[src/hdl/pwcm_pkg.sv]
// Package for the pose window circular mean unit.
// Holds sizes, the CORDIC arctangent table and the sequencer state type.
package pwcm_pkg;

  localparam int WINDOW_MAX   = 32;
  localparam int PTR_W        = $clog2(WINDOW_MAX);
  localparam int CNT_W        = 6;
  localparam int CORDIC_STEPS = 16;
  localparam int STEP_N       = (CORDIC_STEPS > 24) ? 24 : CORDIC_STEPS;
  localparam int STEP_W       = 5;
  // Fixed-point widths of the CORDIC datapath and the accumulators
  localparam int SW           = 37;
  localparam int PW           = 40;
  localparam int UNIT_SCALE   = 16777216;
  localparam logic [5:0] WINDOW_RESET = 6'd20;

  localparam logic REQ_PUSH    = 1'b0;
  localparam logic REQ_CAPTURE = 1'b1;
  localparam logic ST_OK       = 1'b0;
  localparam logic ST_NO_POSE  = 1'b1;

  typedef enum logic [3:0] {
    S_IDLE, S_READ, S_LOAD, S_SINCOS, S_ACCUM, S_VEC, S_DIV, S_OUT
  } seq_state_e;

  function automatic logic [31:0] atan_turns(input logic [STEP_W-1:0] i);
    logic [31:0] r;
    begin
      unique case (i)
        5'd0:  r = 32'd536870912;
        5'd1:  r = 32'd316933406;
        5'd2:  r = 32'd167458907;
        5'd3:  r = 32'd85004756;
        5'd4:  r = 32'd42667331;
        5'd5:  r = 32'd21354465;
        5'd6:  r = 32'd10679838;
        5'd7:  r = 32'd5340245;
        5'd8:  r = 32'd2670163;
        5'd9:  r = 32'd1335087;
        5'd10: r = 32'd667544;
        5'd11: r = 32'd333772;
        5'd12: r = 32'd166886;
        5'd13: r = 32'd83443;
        5'd14: r = 32'd41722;
        5'd15: r = 32'd20861;
        5'd16: r = 32'd10430;
        5'd17: r = 32'd5215;
        5'd18: r = 32'd2608;
        5'd19: r = 32'd1304;
        5'd20: r = 32'd652;
        5'd21: r = 32'd326;
        5'd22: r = 32'd163;
        5'd23: r = 32'd81;
        default: r = 32'd0;
      endcase
      return r;
    end
  endfunction

endpackage

[src/hdl/pwcm_if.sv]
// Channel interfaces for the pose window circular mean unit.
// Depends on nothing; payload widths follow the field list.
interface pwcm_req_if;
  logic        valid;
  logic        ready;
  logic        req_type;
  logic [31:0] pose_x;
  logic [31:0] pose_y;
  logic [15:0] pose_yaw;
  modport source (output valid, req_type, pose_x, pose_y, pose_yaw, input ready);
  modport sink   (input valid, req_type, pose_x, pose_y, pose_yaw, output ready);
endinterface

interface pwcm_res_if;
  logic        valid;
  logic        ready;
  logic        status;
  logic [31:0] mean_x;
  logic [31:0] mean_y;
  logic [15:0] mean_yaw;
  logic [5:0]  samples_used;
  modport source (output valid, status, mean_x, mean_y, mean_yaw, samples_used,
                  input ready);
  modport sink   (input valid, status, mean_x, mean_y, mean_yaw, samples_used,
                  output ready);
endinterface

interface pwcm_cfg_if;
  logic       valid;
  logic       ready;
  logic [5:0] data;
  modport source (output valid, data, input ready);
  modport sink   (input valid, data, output ready);
endinterface

[src/hdl/pose_window_circular_mean_unit.sv]
// Top level of the pose window circular mean unit.
// Depends on pwcm_pkg, the channel interfaces and pwcm_cordic.
//
// Usage: req carries push and capture requests, res returns one result per
// capture, cfg writes window_size (reset value 20; 0 acts as 1, above 32
// acts as 32). A push is taken and written into the pose ring. A capture
// walks the stored poses newest first: per pose a ring read, a CORDIC load,
// the rotation steps and an accumulate, then vectoring steps for atan2 and
// a restoring divider for both means. The single shared CORDIC stage serves
// rotation and vectoring; the divider gives one quotient bit per cycle. A
// capture with no pose goes straight to output with status no_pose. The
// result is held in an output register until the receiver takes it;
// req.ready stays low until then. Reset clears pointer, fill count and pose
// flag; ring contents are undefined until written.
module pose_window_circular_mean_unit
  import pwcm_pkg::*;
(
  input  logic         clk_i,
  input  logic         rst_ni,
  pwcm_req_if.sink     req,
  pwcm_res_if.source   res,
  pwcm_cfg_if.sink     cfg
);
  seq_state_e state_q, state_d;
  logic [5:0]       win_q;
  logic [PTR_W-1:0] wp_q, rd_idx_q;
  logic [CNT_W-1:0] fill_q, k_q, n_q;
  logic             seen_q;
  logic [31:0] mem_x [WINDOW_MAX];
  logic [31:0] mem_y [WINDOW_MAX];
  logic [15:0] mem_yaw [WINDOW_MAX];
  logic [31:0] rx_q, ry_q;
  logic [15:0] ryaw_q;
  logic signed [SW-1:0] sx_q, sy_q;
  logic signed [PW-1:0] sc_q, ss_q;
  logic res_valid_q, status_q;
  logic [31:0] mx_q, my_q;
  logic [15:0] myaw_q;
  logic [5:0]  used_q;
  // divider
  logic [SW-1:0] qx_q, qy_q, rmx_q, rmy_q;
  logic [5:0]    dcnt_q;
  logic          negx_q, negy_q;

  logic [5:0] eff_win;
  logic push_go, cap_go;
  logic c_load, c_step, c_vec, c_done;
  logic signed [PW-1:0] c_xi, c_yi, c_xo, c_yo;
  logic signed [32:0] c_zi, c_zo;

  assign eff_win = (win_q == 6'd0) ? 6'd1 :
                   (win_q > 6'(WINDOW_MAX)) ? 6'(WINDOW_MAX) : win_q;
  assign req.ready = (state_q == S_IDLE) && !res_valid_q;
  assign cfg.ready = 1'b1;
  assign push_go = req.valid && req.ready && (req.req_type == REQ_PUSH);
  assign cap_go  = req.valid && req.ready && (req.req_type == REQ_CAPTURE);

  // next state
  always_comb begin
    state_d = state_q;
    unique case (state_q)
      S_IDLE:   if (cap_go) state_d = (seen_q && fill_q != '0) ? S_READ : S_OUT;
      S_READ:   state_d = S_LOAD;
      S_LOAD:   state_d = S_SINCOS;
      S_SINCOS: if (c_done) state_d = S_ACCUM;
      S_ACCUM:  state_d = (k_q == n_q) ? S_VEC : S_READ;
      S_VEC:    if (c_done) state_d = S_DIV;
      S_DIV:    if (dcnt_q == 6'(SW)) state_d = S_OUT;
      S_OUT:    state_d = S_IDLE;
      default:  state_d = S_IDLE;
    endcase
  end

  // CORDIC controls; the ring word is valid in S_LOAD
  always_comb begin
    logic signed [16:0] yw;
    logic flip;
    yw   = $signed({ryaw_q[15], ryaw_q});
    flip = (yw > 17'sd16384) || (yw < -17'sd16384);
    c_load = 1'b0;
    c_step = 1'b0;
    c_vec  = (state_q == S_VEC);
    c_xi   = flip ? -PW'(UNIT_SCALE) : PW'(UNIT_SCALE);
    c_yi   = '0;
    c_zi   = flip ? {(yw > 0 ? yw - 17'sd32768 : yw + 17'sd32768), 16'd0}
                  : {yw, 16'd0};
    if (state_q == S_LOAD) c_load = 1'b1;
    if (state_q == S_SINCOS && !c_done) c_step = 1'b1;
    if (state_q == S_VEC && !c_done) c_step = 1'b1;
    if (state_q == S_ACCUM && k_q == n_q) begin
      c_load = 1'b1;
      c_xi = (sc_q + c_xo < 0) ? -(sc_q + c_xo) : sc_q + c_xo;
      c_yi = (sc_q + c_xo < 0) ? -(ss_q + c_yo) : ss_q + c_yo;
      c_zi = (sc_q + c_xo < 0) ? 33'sh080000000 : '0;
    end
  end

  pwcm_cordic u_cordic (
    .clk_i, .load_i(c_load), .step_i(c_step), .vec_i(c_vec),
    .x_i(c_xi), .y_i(c_yi), .z_i(c_zi),
    .x_o(c_xo), .y_o(c_yo), .z_o(c_zo), .done_o(c_done)
  );

  // ring memory
  always_ff @(posedge clk_i) begin
    if (push_go) begin
      mem_x[wp_q]   <= req.pose_x;
      mem_y[wp_q]   <= req.pose_y;
      mem_yaw[wp_q] <= req.pose_yaw;
    end
    rx_q   <= mem_x[rd_idx_q];
    ry_q   <= mem_y[rd_idx_q];
    ryaw_q <= mem_yaw[rd_idx_q];
  end

  // control registers
  always_ff @(posedge clk_i or negedge rst_ni) begin
    if (!rst_ni) begin
      state_q <= S_IDLE;
      win_q <= WINDOW_RESET;
      wp_q <= '0;
      fill_q <= '0;
      seen_q <= 1'b0;
      res_valid_q <= 1'b0;
    end else begin
      state_q <= state_d;
      if (cfg.valid && cfg.ready) win_q <= cfg.data;
      if (push_go) begin
        wp_q <= wp_q + 1'b1;
        if (fill_q < eff_win) fill_q <= fill_q + 1'b1;
        seen_q <= 1'b1;
      end
      if (state_q == S_OUT) res_valid_q <= 1'b1;
      else if (res.ready) res_valid_q <= 1'b0;
    end
  end

  // datapath: accumulate, divide, result
  always_ff @(posedge clk_i) begin
    logic [SW-1:0] ax, ay, tx, ty;
    ax = '0; ay = '0; tx = '0; ty = '0;
    if (cap_go) begin
      k_q <= '0;
      n_q <= fill_q;
      rd_idx_q <= wp_q - 1'b1;
      sx_q <= '0; sy_q <= '0; sc_q <= '0; ss_q <= '0;
    end
    if (state_q == S_READ) k_q <= k_q + 1'b1;
    if (state_q == S_ACCUM) begin
      rd_idx_q <= rd_idx_q - 1'b1;
      sx_q <= sx_q + SW'($signed(rx_q));
      sy_q <= sy_q + SW'($signed(ry_q));
      sc_q <= sc_q + c_xo;
      ss_q <= ss_q + c_yo;
    end
    if (state_q == S_VEC && c_done) begin
      ax = sx_q[SW-1] ? -sx_q : sx_q;
      ay = sy_q[SW-1] ? -sy_q : sy_q;
      negx_q <= sx_q[SW-1]; negy_q <= sy_q[SW-1];
      qx_q <= ax; qy_q <= ay; rmx_q <= '0; rmy_q <= '0; dcnt_q <= '0;
      myaw_q <= (sc_q == 0 && ss_q == 0) ? 16'd0 : 16'((c_zo[31:0] + 32'h8000) >> 16);
    end
    // restoring divide, one quotient bit per cycle for both means
    if (state_q == S_DIV && dcnt_q != 6'(SW)) begin
      tx = {rmx_q[SW-2:0], qx_q[SW-1]};
      ty = {rmy_q[SW-2:0], qy_q[SW-1]};
      if (tx >= SW'(n_q)) begin rmx_q <= tx - SW'(n_q); qx_q <= {qx_q[SW-2:0], 1'b1}; end
      else begin rmx_q <= tx; qx_q <= {qx_q[SW-2:0], 1'b0}; end
      if (ty >= SW'(n_q)) begin rmy_q <= ty - SW'(n_q); qy_q <= {qy_q[SW-2:0], 1'b1}; end
      else begin rmy_q <= ty; qy_q <= {qy_q[SW-2:0], 1'b0}; end
      dcnt_q <= dcnt_q + 1'b1;
    end
    if (state_q == S_OUT) begin
      if (seen_q && n_q != '0) begin
        status_q <= ST_OK;
        mx_q <= negx_q ? 32'(-qx_q) : qx_q[31:0];
        my_q <= negy_q ? 32'(-qy_q) : qy_q[31:0];
        used_q <= n_q;
      end else begin
        status_q <= ST_NO_POSE;
        mx_q <= '0; my_q <= '0; myaw_q <= '0; used_q <= '0;
      end
    end
  end

  assign res.valid        = res_valid_q;
  assign res.status       = status_q;
  assign res.mean_x       = mx_q;
  assign res.mean_y       = my_q;
  assign res.mean_yaw     = myaw_q;
  assign res.samples_used = used_q;

  a_fill_le_max: assert property (@(posedge clk_i) disable iff (!rst_ni)
    fill_q <= CNT_W'(WINDOW_MAX)) else $error("fill count overflow");
  a_no_accept_busy: assert property (@(posedge clk_i) disable iff (!rst_ni)
    (state_q != S_IDLE) |-> !req.ready) else $error("ready while busy");
  a_out_valid: assert property (@(posedge clk_i) disable iff (!rst_ni)
    (state_q == S_OUT) |=> res.valid) else $error("result lost");
endmodule

[src/hdl/pwcm_cordic.sv]
// Shared CORDIC stage: one micro-rotation per cycle while step_i is high, rotation or vectoring.
// Depends on pwcm_pkg.
module pwcm_cordic
  import pwcm_pkg::*;
(
  input  logic                 clk_i,
  input  logic                 load_i,
  input  logic                 step_i,
  input  logic                 vec_i,
  input  logic signed [PW-1:0] x_i,
  input  logic signed [PW-1:0] y_i,
  input  logic signed [32:0]   z_i,
  output logic signed [PW-1:0] x_o,
  output logic signed [PW-1:0] y_o,
  output logic signed [32:0]   z_o,
  output logic                 done_o
);
  logic signed [PW-1:0] x_q, x_d, y_q, y_d;
  logic signed [32:0]   z_q, z_d;
  logic [STEP_W-1:0]    i_q, i_d;
  logic                 up;
  logic signed [PW-1:0] dx, dy;
  logic signed [32:0]   a;

  // one rotation step; >>> is the floor shift
  always_comb begin
    dx  = y_q >>> i_q;
    dy  = x_q >>> i_q;
    a   = $signed({1'b0, atan_turns(i_q)});
    up  = vec_i ? (y_q <= 0) : (z_q >= 0);
    x_d = x_q; y_d = y_q; z_d = z_q; i_d = i_q;
    if (load_i) begin
      x_d = x_i; y_d = y_i; z_d = z_i; i_d = '0;
    end else if (step_i) begin
      i_d = i_q + 1'b1;
      if (vec_i) begin
        if (!up) begin x_d = x_q + dx; y_d = y_q - dy; z_d = z_q + a; end
        else     begin x_d = x_q - dx; y_d = y_q + dy; z_d = z_q - a; end
      end else begin
        if (up)  begin x_d = x_q - dx; y_d = y_q + dy; z_d = z_q - a; end
        else     begin x_d = x_q + dx; y_d = y_q - dy; z_d = z_q + a; end
      end
    end
  end

  always_ff @(posedge clk_i) begin
    x_q <= x_d; y_q <= y_d; z_q <= z_d; i_q <= i_d;
  end

  assign x_o    = x_q;
  assign y_o    = y_q;
  assign z_o    = z_q;
  assign done_o = (i_q == STEP_W'(STEP_N));
endmodule

[src/flat_wrapper.sv]
// flat-port wrapper written by rule: the top's interface ports become plain ports
module pose_window_circular_mean_unit_flat import pwcm_pkg::*;
  (clk_i, rst_ni, req_valid, req_req_type, req_pose_x, req_pose_y, req_pose_yaw, req_ready, res_valid, res_status, res_mean_x, res_mean_y, res_mean_yaw, res_samples_used, res_ready, cfg_valid, cfg_data, cfg_ready);
  pwcm_req_if req_i ();
  pwcm_res_if res_i ();
  pwcm_cfg_if cfg_i ();
  input  logic clk_i;
  input  logic rst_ni;
  input wire logic [$bits(req_i.valid)-1:0] req_valid;
  input wire logic [$bits(req_i.req_type)-1:0] req_req_type;
  input wire logic [$bits(req_i.pose_x)-1:0] req_pose_x;
  input wire logic [$bits(req_i.pose_y)-1:0] req_pose_y;
  input wire logic [$bits(req_i.pose_yaw)-1:0] req_pose_yaw;
  output wire logic [$bits(req_i.ready)-1:0] req_ready;
  output wire logic [$bits(res_i.valid)-1:0] res_valid;
  output wire logic [$bits(res_i.status)-1:0] res_status;
  output wire logic [$bits(res_i.mean_x)-1:0] res_mean_x;
  output wire logic [$bits(res_i.mean_y)-1:0] res_mean_y;
  output wire logic [$bits(res_i.mean_yaw)-1:0] res_mean_yaw;
  output wire logic [$bits(res_i.samples_used)-1:0] res_samples_used;
  input wire logic [$bits(res_i.ready)-1:0] res_ready;
  input wire logic [$bits(cfg_i.valid)-1:0] cfg_valid;
  input wire logic [$bits(cfg_i.data)-1:0] cfg_data;
  output wire logic [$bits(cfg_i.ready)-1:0] cfg_ready;
  assign req_i.valid = req_valid;
  assign req_i.req_type = req_req_type;
  assign req_i.pose_x = req_pose_x;
  assign req_i.pose_y = req_pose_y;
  assign req_i.pose_yaw = req_pose_yaw;
  assign req_ready = req_i.ready;
  assign res_valid = res_i.valid;
  assign res_status = res_i.status;
  assign res_mean_x = res_i.mean_x;
  assign res_mean_y = res_i.mean_y;
  assign res_mean_yaw = res_i.mean_yaw;
  assign res_samples_used = res_i.samples_used;
  assign res_i.ready = res_ready;
  assign cfg_i.valid = cfg_valid;
  assign cfg_i.data = cfg_data;
  assign cfg_ready = cfg_i.ready;
  pose_window_circular_mean_unit u_core (.clk_i(clk_i), .rst_ni(rst_ni), .req(req_i), .res(res_i), .cfg(cfg_i));
endmodule
[config.mk]
export PLATFORM = sky130hd
export DESIGN_NAME = pose_window_circular_mean_unit_flat
export DESIGN_NICKNAME = d
export VERILOG_FILES = /design/src/hdl/pwcm_pkg.sv /design/src/hdl/pwcm_if.sv /design/src/hdl/pose_window_circular_mean_unit.sv /design/src/hdl/pwcm_cordic.sv /design/src/flat_wrapper.sv
export SDC_FILE = /design/constraint.sdc
export NUM_CORES = 2
export LEC_CHECK = 0
export ABC_CLOCK_PERIOD_IN_PS = 9100
export BUFFER_PORTS_ARGS = -buffer_cell sky130_fd_sc_hd__buf_2
export CAP_MARGIN = 10
export CORE_MARGIN = 4
export CORE_UTILIZATION = 60
export DETAILED_ROUTE_END_ITERATION = 8
export HOLD_SLACK_MARGIN = 0.06
export PLACE_DENSITY = 0.76
export SLEW_MARGIN = 20
export SYNTH_ARGS = -nofsm -noshare
export SYNTH_HDL_FRONTEND = slang
export SYNTH_SLANG_ARGS = --single-unit
export TNS_END_PERCENT = 20
[constraint.sdc]
create_clock -name clk_i -period 9.1 [get_ports clk_i]
set_clock_uncertainty 0.2 [all_clocks]
set_input_delay 1.82 -clock clk_i [delete_from_list [all_inputs] [get_ports clk_i]]
set_output_delay 1.82 -clock clk_i [all_outputs]
set_load 0.1 [all_outputs]
# Word level (Yosys, flattened, before mapping)
# Memory sizes are Yosys's and may differ from the RTL's. A register that Yosys moved wholly into a read port is not among the register bits.
# Cells that the tools add are included.
dict set report totals {
  register_bits 553
  ram_bits 2560
  mem_bits_ro 960
  output_inout_bits 90
  memories 4
}
# memory words word_bits read_ports rd_ports_with_merged_regs wr line_no
set mem_list {}
lappend mem_list {u_core.mem_x 32 32 1 1 1 pose_window_circular_mean_unit.sv:29} ;# logic [31:0] mem_x [WINDOW_MAX];
lappend mem_list {u_core.mem_y 32 32 1 1 1 pose_window_circular_mean_unit.sv:30} ;# logic [31:0] mem_y [WINDOW_MAX];
lappend mem_list {{(name not given)} 32 30 1 1 0 pwcm_pkg.sv:29} ;# unique case (i)
lappend mem_list {u_core.mem_yaw 32 16 1 1 1 pose_window_circular_mean_unit.sv:31} ;# logic [15:0] mem_yaw [WINDOW_MAX];
dict set report op_classes {
  n_addsub 28
  order_cmp 10
  n_eq_ne 15
  n_shift 2
  muxes 70
  bitwise 1
  reduce_logical 28
}
# cell n
set op_table {}
lappend op_table {{2-to-1 mux 40 bit} 14}
lappend op_table {{2-to-1 mux 37 bit} 9}
lappend op_table {{2-to-1 mux 36 bit} 5}
lappend op_table {{2-to-1 mux 33 bit} 5}
lappend op_table {{adder 40 bit} 4}
lappend op_table {{2-to-1 mux 32 bit} 3}
lappend op_table {{zero test 40 bit} 2}
lappend op_table {{negator 40 bit} 2}
lappend op_table {{>>> shifter 40 x 5 -> 40 bit} 2}
lappend op_table {{subtractor 40 bit} 2}
lappend op_table {{adder 37 x 32 -> 37 bit} 2}
lappend op_table {{greater-or-equal comparator 37 x 6 -> 1 bit} 2}
lappend op_table {{negator 37 bit} 2}
lappend op_table {{subtractor 36 x 6 -> 36 bit} 2}
lappend op_table {{2-to-1 mux 16 bit} 4}
lappend op_table {{negator 32 bit} 2}
lappend op_table {{<= comparator 40 x 1 -> 1 bit, second input constant} 1}
lappend op_table {{< comparator 40 x 1 -> 1 bit, second input constant} 1}
lappend op_table {{2-to-1 mux 6 bit} 6}
lappend op_table {{adder 33 bit} 1}
lappend op_table {{greater-or-equal comparator 33 x 1 -> 1 bit, second input constant} 1}
lappend op_table {{subtractor 33 bit} 1}
lappend op_table {{adder 32 x 16 -> 32 bit, second input constant} 1}
lappend op_table {{one-hot mux 4 bit (7 select lines)} 1}
lappend op_table {{other kinds (33)} 79}

# Logic depth before layout (Yosys ltp)
dict set report depth {
  depth_word 7
  ltp_mapped 31
  mapped_depth_nobuf 24
}

# Cells and area by module
# A second synthesis with hierarchy kept.
dict set report hier_totals {
  cells_unflattened 9652
  area_unflattened_um2 150938.5
}
# mod n_inst cells_each area_per_inst_um2 seq_area_each_um2
set modules_own_cells {}
lappend modules_own_cells {pose_window_circular_mean_unit 1 7214 130362.5 91240.0}
lappend modules_own_cells {pwcm_cordic 1 2438 20576.0 4093.9}

# Least setup slack after synthesis
# Ideal clock, no wire load.
dict set report synth_timing {
  path_kind {reg-to-reg}
  start {reg u_core.res_valid_q (netlist: u_core.res.valid)}
  end {mem u_core.mem_x[31][0] (enable)}
  setup_ns 0.519
  arrival_time_ns 8.222
  setup_slack_ns 0.158
  path_stages_with_launch 6
  n_path_buf 0
  path_cell_list {dfrtp_1 > nor4_1 > nand2_1 > nor2_1 > nand2_1 > nor2_1}
}
dict set report synth_between {
  elab_chain_len 6
}
# item line_no
set synth_lines {}
lappend synth_lines {{start, declared} pose_window_circular_mean_unit.sv:36} ;# logic res_valid_q, status_q;
lappend synth_lines {{start signal, assigned} pose_window_circular_mean_unit.sv:124} ;# res_valid_q <= 1'b0;
lappend synth_lines {{start signal, assigned} pose_window_circular_mean_unit.sv:133} ;# if (state_q == S_OUT) res_valid_q <= 1'b1;
lappend synth_lines {{start signal, assigned} pose_window_circular_mean_unit.sv:134} ;# else if (res.ready) res_valid_q <= 1'b0;
lappend synth_lines {{zero test 1 bit} pose_window_circular_mean_unit.sv:53} ;# assign req.ready = (state_q == S_IDLE) && !res_valid_q;
lappend synth_lines {{logical AND 1 bit} pose_window_circular_mean_unit.sv:53}
lappend synth_lines {{via req_ready} flat_wrapper.sv:14} ;# output wire logic [$bits(req_i.ready)-1:0] req_ready;
lappend synth_lines {{logical AND 1 bit (2 in series)} pose_window_circular_mean_unit.sv:55} ;# assign push_go = req.valid && req.ready && (req.req_type == REQ_PUSH);
lappend synth_lines {{2-to-1 mux 1 bit} pose_window_circular_mean_unit.sv:106} ;# if (push_go) begin
lappend synth_lines {{2-to-1 mux 1 bit (not written as such)} pose_window_circular_mean_unit.sv:107} ;# mem_x[wp_q] <= req.pose_x;
lappend synth_lines {{end, declared} pose_window_circular_mean_unit.sv:29}
# The timed path passes the listed nets, and every way through them passes these cells.

# Final worst setup path
dict set report layout_timing {
  start {reg u_core.u_cordic.i_q[1]}
  end {reg u_core.u_cordic.y_q[36] (netlist: u_core.u_cordic.y_o[36]) (data pin)}
}
dict set report layout_between {
  elab_chain_len 5
  word_cells_on_any_way 6
  cone_classes {add/sub: 2; shift: 1; mux: 3}
}
# item line_no
set layout_lines {}
lappend layout_lines {{start, declared} pwcm_cordic.sv:20} ;# logic [STEP_W-1:0] i_q, i_d;
lappend layout_lines {{start signal, assigned} pwcm_cordic.sv:47} ;# x_q <= x_d; y_q <= y_d; z_q <= z_d; i_q <= i_d;
lappend layout_lines {{>>> shifter 40 x 5 -> 40 bit *} pwcm_cordic.sv:28} ;# dy = x_q >>> i_q;
lappend layout_lines {{subtractor 40 bit / adder 40 bit (equally long branches)} --}
lappend layout_lines {{2-to-1 mux 40 bit *} {pwcm_cordic.sv:37, pwcm_cordic.sv:40}}
lappend layout_lines {{2-to-1 mux 40 bit *} pwcm_cordic.sv:34} ;# end else if (step_i) begin
lappend layout_lines {{2-to-1 mux 40 bit *} pwcm_cordic.sv:32} ;# if (load_i) begin
lappend layout_lines {{via u_core.u_cordic.y_d[36]} pwcm_cordic.sv:18} ;# logic signed [PW-1:0] x_q, x_d, y_q, y_d;
lappend layout_lines {{end signal, assigned} pwcm_cordic.sv:47}
lappend layout_lines {{end, declared} pwcm_cordic.sv:18}
# The timed path passes the listed nets; every way through them passes the cells marked *. The select of a mux whose other input is x is not followed.
# A chain may end at the register's enable or synchronous reset.

==> run metrics <==
RSZ-0062 raised after global routing=no; total clock sinks=3222; hold violation total from the final report=0; CP Capture Type=register; cts repair resizes=0; pwr/cell area=182 nW/um2; clk_lat worst skew=1010 ps; Via density=6.96; Reg area=95300 um2; Post-Layout Inst Area=165000 um2; die height=507 um; Worst Path Arrival=8430 ps; Top Usage Layer GRT=met2; worst hold path type=reg -> reg; Cells after DPL=12497; FMAX=0.125 GHz; Final period util=87.7%; footprint of the multi-input gates=51800 um2; Core Area=247000 um2; dpl cell area=154000 um2; largest net degree at the start of global routing=144; Seq cells post-synth=3222; peak supply drop=0.000250 V; Netlist cell types=107; clock share of power=45.4%; H-tree Lvls=5; CTS tree=built; GP Congestion=0.959; asr flop ratio synth=0.683%; max-slew violations=0; setup_tns=0 ps; Worst-path clk slew=60 ps; global-route wire length before repair=636 mm; ANT nets after route=0; root buf cell=clkbuf_16; grt total ovfl=0; Worst Max-Slew Pin Slew=1150 ps; Avg WL per Cell=33.3 um; Hold-fix buffers, CTS=0; CTS Buf Count=337; CTS max path bufs=4; Period minus WS final=7980 ps; GRT met2 Usage=53.2%; sequential-to-total area share from yosys stat=63.9%; max-cap viol count=0; Crit Path Max Fanout=52; DR iter-0 viols=12961; Critical Path RT=9550 ps; critical path type=reg -> reg; Internal=24.0 mW; Post-synth EDFFs=3069; Die W=507 um; Setup-failing EPs final=0; final net count=9937; non-filler instance count after layout=13138; synthesized area=149000 um2; layout cells sized above 1=20.2%; Die ar.=257000 um2; Max-slew headroom=22.9%; Static Leak=54.5 nW; DRC=0; Logic pwr share=0.6%; CP Launch Type=register; Routed WL=438 mm; Yosys warnings=0; Port Buf Inserts=180; Synth Flop Type=edfxtp_1; Sw Pwr=5.97 mW; via total after detailed routing=91395; # rows=182; antenna violations before repair=78; Post-CTS Repair Setup Buffers=0; number of global-route vias before repair=90306; switching part of the total=19.9%; DP HPWL=246 mm; area delta synth->final=10.5%; GR Layer Usage met3=7.82%; DRT Pass-1 Iters=6; IO Count=182; synthesized instance count=9305; syn_area_per_cell=16.0 um2; fillcell total=15975; Tot GR Track Use=34.0%; syn_nets=9717; run status=finished clean; grt met1 use=46.5%; Initial Utilization=60.5%; Reg power frac=54.0%
synth_stat cells (54+ instances only):
cell type | n | area [um2]
mux4_2 | 905 | 20400
o21ai_0 | 369 | 1850
buf_1 | 62 | 233
dfxtp_1 | 131 | 2620
nor2_1 | 623 | 2340
and3_1 | 62 | 388
nand2b_1 | 59 | 369
o31ai_1 | 65 | 488
nand2_1 | 484 | 1820
and2_1 | 64 | 400
inv_1 | 161 | 604
xnor2_1 | 297 | 2600
mux2_2 | 140 | 1580
a21o_1 | 131 | 983
o22ai_1 | 75 | 469
clkbuf_1 | 330 | 1240
mux2i_1 | 107 | 1070
a21oi_1 | 342 | 1710
ha_1 | 311 | 3890
nand3_1 | 117 | 586
nor4_1 | 76 | 475
or3_1 | 54 | 338
edfxtp_1 | 3069 | 92200
nor3_1 | 125 | 626
xor2_1 | 307 | 2690
state kept, by name, summed over array words and instances, names as in the netlist, 40 cells and up:
| name | cells |
|---|---|
| u_core.mem_x | 1024 |
| u_core.mem_y | 1024 |
| u_core.mem_yaw | 512 |
| u_core.sc_q | 40 |
| u_core.ss_q | 40 |
| u_core.u_cordic.x_o | 40 |
| u_core.u_cordic.y_o | 40 |
worst paths after layout:
path | start | slack [ps] | endpoint | cells past startpoint
worst min register to register | u_core.qx_q[34] | 330 | u_core.qx_q[35] | 2
worst max register to register | u_core.u_cordic.i_q[1] | 1120 | u_core.u_cordic.y_o[36] | 22
worst max-delay path | u_core.u_cordic.i_q[1] | 1120 | u_core.u_cordic.y_o[36] | 22
min in group asynchronous | rst_ni | 720 | u_core.win_q[3] | 1
worst min-delay path | u_core.qx_q[34] | 330 | u_core.qx_q[35] | 2
max in group asynchronous | rst_ni | 7560 | u_core.wp_q[4] | 1
cells in the final DEF, fill, tap and decap left out, drive strengths merged, types with 62 or more instances in the layout:
cell type	synthesis	routed
o22ai	75	75
o21ai	371	371
nand3	117	117
clkbuf	330	422
nor4	77	77
ha	311	311
edfxtp	3069	3069
xnor2	297	297
and2	66	66
o31ai	69	69
xor2	307	307
mux4	918	918
a21oi	342	342
a21o	131	131
mux2i	107	107
inv	163	169
nor2	623	623
clkinv	1	131
mux2	142	142
nand2	485	485
buf	115	326
nor3	126	126
and3	62	62
dfxtp	131	131
cell type report:
| class | instances | area share, % |
|---|---|---|
| Antenna cell | 44 | 0.0667 |
| Clock buffer | 422 | 5.49 |
| Clock inverter | 174 | 0.939 |
| Inverter | 164 | 0.373 |
| Multi-Input combinational cell | 5474 | 31.4 |
| Sequential cell | 3222 | 57.8 |
| Tap cell | 3312 | 2.51 |
| Timing Repair Buffer | 326 | 1.41 |
power groups by stage:
| stage | clock [mW] | sequential [mW] | combinational [mW] |
|---|---|---|---|
| 6_report | 13.6 | 16.2 | 0.180 |
| 5_1_grt | 14.4 | 16.2 | 0.203 |
| 4_1_cts | 13.7 | 16.2 | 0.176 |
| 3_5_place_dp | 0 | 16.5 | 0.174 |
| 3_3_place_gp | 0 | 16.5 | 0.155 |
| 2_1_floorplan | 0 | 16.5 | 0.00939 |
layer usage:
metal  vias up  part of all wire [%]
li1      37696                     -
met1     46358                    37
met2      6228                    47
met3      1075                    11
met4        38                   4.8
met5         -                 0.063
cells by family after synthesis:
logic type	synth area share, %
XOR/XNOR	3.54
AND/OR/NAND/NOR	6.24
AO/OA/AOI/OAI	6.25
adder cells (fa/ha/maj)	2.73
buffers and inverters	1.70
flip-flops	63.9
multiplexers	15.7
other	0.00251
critical path, cell delays in order (launching register included):
cell and delay (ps):
dfxtp_4 900, buf_12 380, mux4_1 680, mux4_2 500
o21ai_0 610, and3_1 340, and3_1 270, nor2b_1 200
a41oi_1 150, xnor2_1 270, ha_1 310, nand2_1 90
or3_1 120, nor3_1 50, a21oi_1 350, o31a_1 260
a211oi_1 120, o221a_2 280, a311oi_1 670, o21ai_0 260
a41oi_1 310, xor2_1 190, o22ai_1 100
metrics by stage:
step           total power [mW]  utilization (%)  hold WS [ps]  worst slack [ps]
6_report                   30.0             66.8           331              1120
5_1_grt                    30.7             66.8           349               649
4_1_cts                    30.1             66.8           333              1200
3_5_place_dp               16.7             62.5           313              1270
3_3_place_gp               16.7             62.5           309              1310
2_1_floorplan              16.5                -           224               158
Power figures use the tool's default switching activity.
